**src/rtl/pba_pkg.sv**
```systemverilog
package pba_pkg;

	localparam int PBA_NUM_CONTEXTS = 16;

	localparam int QUEUE_DEPTH = 2;
	localparam int QPTR_W = (QUEUE_DEPTH > 1) ? $clog2(QUEUE_DEPTH) : 1;
	localparam int QCNT_W = $clog2(QUEUE_DEPTH + 1);

	localparam logic [40:0] ALIGN_LOW = 41'd7;

	localparam logic [2:0] MODE_INIT   = 3'd0;
	localparam logic [2:0] MODE_ALLOC  = 3'd1;
	localparam logic [2:0] MODE_RESET  = 3'd2;
	localparam logic [2:0] MODE_REMOVE = 3'd3;
	localparam logic [2:0] MODE_QUERY  = 3'd4;

	typedef enum logic [2:0] {
		OP_INIT,
		OP_ALLOC,
		OP_RESET,
		OP_REMOVE,
		OP_QUERY,
		OP_NONE
	} op_t;

	typedef enum logic [2:0] {
		ST_OK        = 3'd0,
		ST_UNKNOWN   = 3'd1,
		ST_OVER_CAP  = 3'd2,
		ST_EXHAUSTED = 3'd3,
		ST_FULL      = 3'd4
	} status_t;

	typedef struct packed {
		op_t         op;
		logic [63:0] key;
		logic [47:0] base;
		logic [39:0] size;
		logic [39:0] cap;
		logic [39:0] req;
	} pba_item_t;

endpackage

```
**src/rtl/pba_front.sv**
```systemverilog
module pba_front import pba_pkg::*; (
	input  logic        clk,
	input  logic        arst_n,
	input  logic        start,
	input  logic [2:0]  mode,
	input  logic [63:0] tab_id,
	input  logic [47:0] region_base,
	input  logic [39:0] region_size,
	input  logic [39:0] byte_limit,
	input  logic [39:0] request_bytes,
	output logic        busy,
	output pba_item_t   head,
	output logic        head_valid,
	input  logic        pop
);

	pba_item_t          fifo_q [QUEUE_DEPTH];
	logic [QPTR_W-1:0]  wr_ptr_q;
	logic [QPTR_W-1:0]  rd_ptr_q;
	logic [QCNT_W-1:0]  count_q;
	pba_item_t          item_in;
	op_t                op_in;
	logic               push;

	always_comb begin
		unique case (mode)
			MODE_INIT:   op_in = OP_INIT;
			MODE_ALLOC:  op_in = OP_ALLOC;
			MODE_RESET:  op_in = OP_RESET;
			MODE_REMOVE: op_in = OP_REMOVE;
			MODE_QUERY:  op_in = OP_QUERY;
			default:     op_in = OP_NONE;
		endcase
	end

	always_comb begin
		item_in.op   = op_in;
		item_in.key  = tab_id;
		item_in.base = region_base;
		item_in.size = region_size;
		item_in.cap  = byte_limit;
		item_in.req  = request_bytes;
	end

	assign busy       = (count_q == QCNT_W'(QUEUE_DEPTH));
	assign push       = start && !busy;
	assign head_valid = (count_q != '0);
	assign head       = fifo_q[rd_ptr_q];

	always_ff @(posedge clk) begin
		if (push) begin
			fifo_q[wr_ptr_q] <= item_in;
		end
	end

	always_ff @(posedge clk or negedge arst_n) begin
		if (!arst_n) begin
			wr_ptr_q <= '0;
			rd_ptr_q <= '0;
			count_q  <= '0;
		end else begin
			if (push) begin
				wr_ptr_q <= (wr_ptr_q == QPTR_W'(QUEUE_DEPTH - 1)) ? '0 : wr_ptr_q + 1'b1;
			end
			if (pop) begin
				rd_ptr_q <= (rd_ptr_q == QPTR_W'(QUEUE_DEPTH - 1)) ? '0 : rd_ptr_q + 1'b1;
			end
			unique case ({push, pop})
				2'b10:   count_q <= count_q + 1'b1;
				2'b01:   count_q <= count_q - 1'b1;
				default: count_q <= count_q;
			endcase
		end
	end

	assert property (@(posedge clk) disable iff (!arst_n)
		count_q <= QCNT_W'(QUEUE_DEPTH))
		else $error("queue count overflow");

	assert property (@(posedge clk) disable iff (!arst_n)
		pop |-> head_valid)
		else $error("pop from empty queue");

	assert property (@(posedge clk) disable iff (!arst_n)
		(push && !pop) |=> (count_q == $past(count_q) + 1'b1))
		else $error("queue count missed a push");

endmodule

```
**config.mk**
```make
export PLATFORM = sky130hd
export DESIGN_NAME = pba_front
export DESIGN_NICKNAME = d
export VERILOG_FILES = /design/src/rtl/pba_pkg.sv /design/src/rtl/pba_front.sv
export SDC_FILE = /design/constraint.sdc
export NUM_CORES = 1
export LEC_CHECK = 0
export ABC_AREA = 0
export BUFFER_PORTS_ARGS = -buffer_cell sky130_fd_sc_hd__buf_2
export CORE_UTILIZATION = 40
export DETAILED_ROUTE_END_ITERATION = 6
export HOLD_SLACK_MARGIN = 0.02
export PLACE_DENSITY_LB_ADDON = 0.12
export SYNTH_ARGS = -nofsm -noshare
export SYNTH_HDL_FRONTEND = slang
export SYNTH_SLANG_ARGS = --single-unit
```
**constraint.sdc**
```tcl
create_clock -name clk -period 20.4 [get_ports clk]
set_clock_uncertainty 0.1 [all_clocks]
set_input_delay 0 -clock clk [delete_from_list [all_inputs] [get_ports clk]]
set_output_delay 0 -clock clk [all_outputs]
set_load 0.01 [all_outputs]
```
==> results of run 1 <==
-- synth_stat cells --
library cell  instances  area (µm²)
ha_1                  1        12.5
a21o_1                1        7.51
buf_6                 5        56.3
mux2_4               40         601
or2_2                 1        6.26
and3_1                1        6.26
xnor2_1               3        26.3
edfxtp_1            470       14100
mux2_2              195        2200
buf_4                11        82.6
inv_1                 1        3.75
nand2b_1              1        6.26
nor2b_1               1        6.26
dfrtp_1               4         100
nor2_1                2        7.51
buf_2                10        50.1
clkbuf_1              1        3.75
xor2_1                2        17.5
nand2_1               1        3.75
-- timing repair --
item,4_1_cts,5_1_grt
endpoints found under the hold margin,478,0
setup endpoints to repair,0,0
hold buffers,266,0
-- through the flow --
step                      utilization (%)  instances  area, µm²  hold WS (ns)  power (mW)
after floorplan                         -        751      17300        -0.396        2.06
after global placement               48.0       1785      20300        -0.287        2.36
after detailed placement             48.0       1785      20300        -0.288        2.37
after CTS                            58.0       2140      24600        0.0203        3.30
after global routing                 58.1       2143      24600        0.0323        3.40
final                                58.1       2143      24600        0.0493        3.25
-- sequential cells by signal, summed over array words and instances (netlist names) --
name	count
fifo_q	470
count_q	2
rd_ptr_q	1
wr_ptr_q	1
-- worst register-to-register path: stages, from the launching register on --
cell,delay (ns)
dfrtp_1,0.41
nand2b_1,0.18
and3_4,0.75
buf_4,0.82
buf_4,0.91
-- layout by cell type, fill, tap and decap left out --
master,instances
bufinv_16,4
dfrtp_4,1
xnor2_1,3
and3_4,1
nand2b_1,1
nand2_1,1
ha_1,1
clkinvlp_4,2
mux2_2,195
buf_2,475
diode_2,3
clkinv_4,1
inv_1,1
clkbuf_16,51
a21o_1,1
buf_4,8
dlygate4sd3_1,266
clkinv_1,9
nor2_4,1
edfxtp_1,470
or2_2,1
xor2_1,2
dfrtp_1,3
clkbuf_8,4
inv_6,1
nor2_1,1
nor2b_1,1
clkbuf_1,11
buf_12,1
clkinv_2,6
mux2_4,40
-- path summary, 6_finish.rpt --
check / slack, ns / from / endpoint / cells after the start
worst max register to register: 16.76 / count_q[0] / fifo_q[1][191] / 4
worst min-delay path: 0.05 / region_base[34] / fifo_q[0][154] / 2
worst min register to register: 0.40 / count_q[1] / count_q[1] / 1
worst max-delay path: 16.48 / rd_ptr_q / head[44] / 4
max in group asynchronous: 19.76 / arst_n / rd_ptr_q / 3
min in group asynchronous: 0.24 / arst_n / count_q[0] / 3
-- final cells by class --
cell class                      instances  area share [%]
Antenna cell                            3          0.0306
Clock inverter                         23           0.881
Timing Repair Buffer                  750            20.8
Sequential cell                       474            57.9
Multi-Input combinational cell        249            11.8
Tap cell                              577            2.94
Clock buffer                           66            5.59
Inverter                                1          0.0153
-- power breakdown --
part           internal, mW  leakage (nW)  switching [mW]
Combinational         0.447          4.18           0.514
Sequential             1.33          4.41          0.0793
Clock                 0.521         0.773           0.358
-- layer usage --
layer | global-route usage, % | vias to the layer above | wire length, µm
li1 | - | 4559 | -
met1 | 21.9 | 4907 | 16200
met2 | 30.9 | 378 | 20300
met3 | 5.86 | 73 | 3390
met4 | 7.45 | 0 | 1250
met5 | 0 | - | 0
-- cell families after synthesis --
group                      Yosys count  synth area share [%]
AOI/OAI and AO/OA                    1                0.0434
xor gates and xnor gates             5                 0.253
adders and majority gates            1                0.0723
buffers and inverters               28                  1.14
DFF                                474                  82.1
muxes                              235                  16.2
and+or+nand+nor                      7                 0.210
==> results.cfg, run 1 <==
[critical_path]
cp_data_required_time_ns = 20.30
crit_chain = buf_4 > buf_4 > mux2_2 > buf_2
startpoint_type = flop
critical_path_class = reg -> out
critPathSlowestCell = dfrtp_4
cp_max_fo = 76
cp.arrival_ns = 3.82
path_buf_inv = 3
end_kind = output pin
slowest_delay_ns = 1.18
critPathMostFrequentCell = buf_4
path_delay_family = buffers and inverters

[layout]
nFillCells = 3343
ff_latch_area_um2 = 14200
multi_input_area_um2 = 2910
area_growth_pct = 42.0
fin_nets = 1766
drive_gt1_share_pct = 50.7

[power_and_ir_drop]
leakage_nw = 9.36
vdd_drop_max_mv = 0.148
power.density_nw_per_um2 = 132

[yosys]
synth_area_per_cell_um2 = 23.0
ys_seq_elements = 474
yosys_warnings = 0
synthesis.area_um2 = 17300
netlist_instances = 751
yosysUniqueCellTypes = 19
yosysSeqAreaShare_pct = 82.1
synth.net_count = 991

[timing]
hold_viol = 0
post-route-period-util_pct = 19.2
timing.slew.headroom_pct = 23.9
setup-tns-final_ns = 0
slew_violations = 0
setup_viol = 0
worst_slew_pin_slew_ns = 1.14
layout_setup_ws_ns = 16.48
rsz0062_at_grt = false
fin_crit_ns = 3.92
fmax_mhz = 255

[placed_design]
io_buffers = 475
dp_slack_ns = 16.67
gp_congestion = 0.789
dp_hpwl_um = 26800

[floorplan]
top_level_ports = 476
fp.dieW_um = 210
die-area_um2 = 44100
die_h_um = 210
initial_core_util_pct = 40.9
rows = 75
core_um2 = 42300

[outcome]
status = finished clean

[worst_hold_path]
hp-class = in -> reg

[global_route]
antenna_found_initial = 3
grt_pass1_vias = 10700
grt.total_usage_pct = 18.4
grt_max_degree = 145
grt_pass1_wl_um = 61200
grt_overflow_total = 0

[drt]
drc = 0
drt-total-wl_um = 41100
first_pass_iters = 4
vias = 9917
drt-wirelength-per-cell_um = 19.2
vias_per_cell = 4.63
ant_nets = 0
drt_iter0_drc = 469

[clock_network]
clk_latency_ns = 0.57
cts_buffers = 50
cts_max_level = 2
numClockSinks = 474
cts_resized = 0
cts-root-buf = clkbuf_16
postCtsSetupBuffers = 0
clk_path_buf_depth = 3
clkTransAtPathRegs_ns = 0.06
tritoncts = built

[job]
cap_violations = 0
No activity file was read; power rests on OpenSTA's default activity.
==> inputs of run 2 (changes only) <==
Clock period 20.4 ns to 3.6 ns, I/O delays scaled along.
==> results.cfg, run 2 (synthesis gave the netlist of run 1 again) <==
[drt]
drt-wirelength-per-cell_um = 18.7
first_pass_iters = 5
vias = 10000
drt-total-wl_um = 40700
vias_per_cell = 4.59
drt_iter0_drc = 517
ant_nets = 0
drc = 0

[critical_path]
end_kind = output pin
reg2reg_setup_slack_ns = 1.46
slowest_delay_ns = 1.02
crit_chain = buf_4 > mux2_2 > buf_2
critPathSlowestCell = dfrtp_4
cp.arrival_ns = 2.57
critical_path_class = reg -> out
cp_max_fo = 58
startpoint_type = flop
cp_data_required_time_ns = 3.50

[timing]
rsz0062_at_grt = false
post-route-period-util_pct = 74.1
fmax_mhz = 375
setup_viol = 0
setup-tns-final_ns = 0
timing.slew.headroom_pct = 39.2
fin_crit_ns = 2.67
layout_setup_ws_ns = 0.931
hold_viol = 0
worst_slew_pin_slew_ns = 0.913
slew_violations = 0

[clock_network]
postCtsSetupBuffers = 0
numClockSinks = 474
tritoncts = built
clk_path_buf_depth = 3
ctsHoldBuffers = 287
cts_resized = 0
cts_buffers = 49
clk_latency_ns = 0.57
cts_max_level = 2
clkTransAtPathRegs_ns = 0.06
cts-root-buf = clkbuf_16

[power_and_ir_drop]
power.density_nw_per_um2 = 734
vdd_drop_max_mv = 0.480
leakage_nw = 9.51
power.total_mw = 18.3

[global_route]
grt_overflow_total = 0
grt_pass1_wl_um = 59900
grt_pass1_vias = 10600
grt_max_degree = 62
antenna_found_initial = 4
grt.total_usage_pct = 18.0

[placed_design]
dp_hpwl_um = 26400
gp_congestion = 0.756
placed_cell_area_um2 = 20500
io_buffers = 475
dp_slack_ns = 1.43

[floorplan]
initial_core_util_pct = 40.9
fp.dieW_um = 210
die-area_um2 = 44100
top_level_ports = 476
die_h_um = 210
core_um2 = 42300
rows = 75

[layout]
multi_input_area_um2 = 2920
final_cell_mix = 475 x buf_2, 470 x edfxtp_1, 287 x dlygate4sd3_1, 195 x mux2_2, 51 x clkbuf_16
design_area_um2 = 24900
largest_register_ffs = 470
area_growth_pct = 43.7
mostFrequentLayoutCell = buf_2
nFillCells = 3273
fin_util_pct = 58.8
regMostFlops = fifo_q
top_regs = fifo_q: 470 flops, count_q: 2 flops
fin_nets = 1804
drive_gt1_share_pct = 50.2
ff_latch_area_um2 = 14200

[outcome]
status = finished clean

[worst_hold_path]
hp-class = in -> reg

[job]
cap_violations = 0
## run 2: area by class of cell
type                       instances  area share, %
inverter                           1         0.0151
antenna                            4         0.0402
sequential                       474           57.1
tap                              577           2.90
clock inverter                    22          0.493
timing repair buffer             789           22.3
clock buffer                      64           5.33
multi-input combinational        249           11.8
## run 2: where the power goes
part / internal, mW / leakage (nW) / total [mW] / switching [mW]
combinational: 2.72 / 4.39 / 5.74 / 3.02
sequential: 7.53 / 4.41 / 7.92 / 0.396
clock: 2.64 / 0.710 / 4.61 / 1.96
## run 2: routing by layer
layer	wire, µm	track usage, %
met5	0	0
met4	1100	6.92
met3	3350	6.33
met2	20600	30.9
met1	15700	20.7
## run 2: critical path, delay by kind of cell, from the launching register on
family / cells / cell delay [ns]
multiplexers: 1 / 0.37
buffers and inverters: 2 / 0.58
flip-flops: 1 / 1.02
## run 2: final timing paths
path | start | endpoint | cells past startpoint
max | rd_ptr_q | head[23] | 3
min | region_size[25] | fifo_q[0][105] | 2
max reg2reg | count_q[0] | fifo_q[1][206] | 3
min reg2reg | count_q[0] | count_q[0] | 1
max in group asynchronous | arst_n | rd_ptr_q | 3
min in group asynchronous | arst_n | count_q[0] | 3
## run 2: per-stage QoR
step / std cells / hold slack [ns]
CTS: 2176 / 0.0211
finish: 2180 / 0.0557
detailed placement: 1803 / -0.282
floorplan: 751 / -0.396
global route: 2180 / 0.0363
global placement: 1803 / -0.283
==> inputs of run 3 (changes only) <==
Settings changed: ABC_AREA 0 to 1.
Clock period 3.6 ns to 2.5 ns, I/O delays scaled along.
==> results.cfg, run 3 <==
[drt]
drt_iter0_drc = 581
vias = 11700
vias_per_cell = 4.41
drt-wirelength-per-cell_um = 15.9
ant_nets = 0
first_pass_iters = 4
drc = 0
drt-total-wl_um = 42400

[clock_network]
numClockSinks = 474
cts_resized = 0
cts_max_level = 2
cts_buffers = 49
ctsHoldBuffers = 271
cts-root-buf = clkbuf_16
clk_path_buf_depth = 3
postCtsSetupBuffers = 0
clkTransAtPathRegs_ns = 0.06
tritoncts = built
clk_latency_ns = 0.56

[yosys]
yosys.area.top_type_share_pct = 80.3
synth_area_leaders = edfxtp_1 80%, inv_1 5.2%, o21ai_0 5.2%
synth_flop_cell = edfxtp_1
synth_area_per_cell_um2 = 14.0
synthesis.area_um2 = 17600
ys_seq_elements = 474
synth.net_count = 1498
synth-edff-count = 470
netlist_instances = 1258
synth_top_area_cell = edfxtp_1
post-synth-top-count-cell = edfxtp_1
async_flop_share_pct = 0.844
synth_commonest_cells = 470 x edfxtp_1, 243 x inv_1, 242 x nand2_1
yosysSeqAreaShare_pct = 80.8
yosys_warnings = 0
yosysUniqueCellTypes = 17

[timing]
worst_slew_pin_slew_ns = 0.542
fmax_mhz = 452
post-route-period-util_pct = 88.4
slew_violations = 0
hold_viol = 0
fin_crit_ns = 2.21
rsz0062_at_grt = false
timing.slew.headroom_pct = 63.5
setup_viol = 0

[layout]
fin_nets = 2274
regMostFlops = fifo_q
nFillCells = 3523
final_cell_mix = 475 x buf_2, 470 x edfxtp_1, 271 x dlygate4sd3_1, 242 x inv_1, 242 x nand2_1
top_regs = fifo_q: 470 flops, count_q: 2 flops
mostFrequentLayoutCell = buf_2
area_growth_pct = 43.2
drive_gt1_share_pct = 28.1
instances_no_fill = 2659
largest_register_ffs = 470
design_area_um2 = 25200

[floorplan]
core_um2 = 43200
fp.dieW_um = 212
initial_core_util_pct = 40.7
rows = 76
die_h_um = 212
die-area_um2 = 44800
top_level_ports = 476

[global_route]
use_met2_pct = 31.5
grt.total_usage_pct = 18.7
antenna_found_initial = 4
grt_pass1_vias = 11700
grt_max_degree = 114
use_met3_pct = 5.21
grt_busiest_layer = met2
grt_overflow_total = 0
grt_pass1_wl_um = 63900
use_met1_pct = 22.8

[critical_path]
r2r_start = count_q[1]
cp_max_fo = 59
critical_path_class = reg -> out
worstSetupStartpoint = rd_ptr_q
cp_data_required_time_ns = 2.40
startpoint_type = flop
end_kind = output pin
cp.arrival_ns = 2.11
reg2reg_setup_slack_ns = 0.57

[job]
cap_violations = 0

[placed_design]
io_buffers = 475
dp_hpwl_um = 27400
gp_congestion = 0.772
dp_cells = 2297
placed_cell_area_um2 = 20800

[worst_hold_path]
hp-class = in -> reg
hold_start = region_base[23]

[power_and_ir_drop]
power.density_nw_per_um2 = 1080
leakage_nw = 10.6
vdd_drop_max_mv = 0.676

[outcome]
status = finished clean
## run 3: layout make-up
type / instances / area [µm²] / share of cell area [%]
well taps: 585 / 732 / 2.91
diodes: 4 / 10.0 / 0.0398
clock buffers: 54 / 1240 / 4.95
inverters: 243 / 916 / 3.64
flip-flops and latches: 474 / 14200 / 56.5
multi-input cells: 488 / 2170 / 8.62
repair buffers: 778 / 5490 / 21.8
clock inverters: 33 / 385 / 1.53
## run 3: layer usage
metal	wire length (µm)	vias up
met5	0	-
met4	1280	0
met3	3300	78
met2	20800	376
met1	17000	5452
li1	-	5824
## run 3: metrics by stage
stage                     util, %  setup TNS [ns]  total power, mW  hold WS, ns  setup slack, ns
final                        58.3               0             27.1       0.0603            0.290
after global routing         58.3               0             28.7       0.0435            0.106
after CTS                    58.3               0             27.5       0.0204            0.223
after detailed placement     48.2               0             19.6       -0.283            0.527
after global placement       48.2               0             19.5       -0.285            0.578
after floorplan                 -        -1031.35             16.0       -0.396            -2.20
## run 3: cell families (layout without fill, tap and decap cells)
family / Yosys count / after routing / share of synthesized area, %
xor+xnor: 2 / 2 / 0.0997
fa+ha+maj: 1 / 1 / 0.0712
other cells: 0 / 4 / 0
simple gates: 248 / 248 / 5.32
buf+inv: 296 / 1108 / 6.90
compound gates: 237 / 237 / 6.76
flops: 474 / 474 / 80.8
## run 3: where the power goes
part / total [mW] / switching [mW] / internal, mW
Sequential: 11.2 / 0.393 / 10.8
Combinational: 8.50 / 5.50 / 3.00
Clock: 7.44 / 2.95 / 4.50
Total: 27.1 / 8.84 / 18.3
## run 3: critical path, stage by stage, from the launching register on
cell	delay (ns)
dfrtp_4	0.57
buf_12	0.21
buf_4	0.25
o21ai_0	0.28
buf_2	0.19
## run 3: final timing paths
check	depth (start not counted)	endpoint
setup / recovery	4	head[68]
hold / removal	2	fifo_q[0][143]
setup reg to reg	5	fifo_q[1][220]
hold reg to reg	2	count_q[1]
max in group asynchronous	3	rd_ptr_q
min in group asynchronous	3	rd_ptr_q
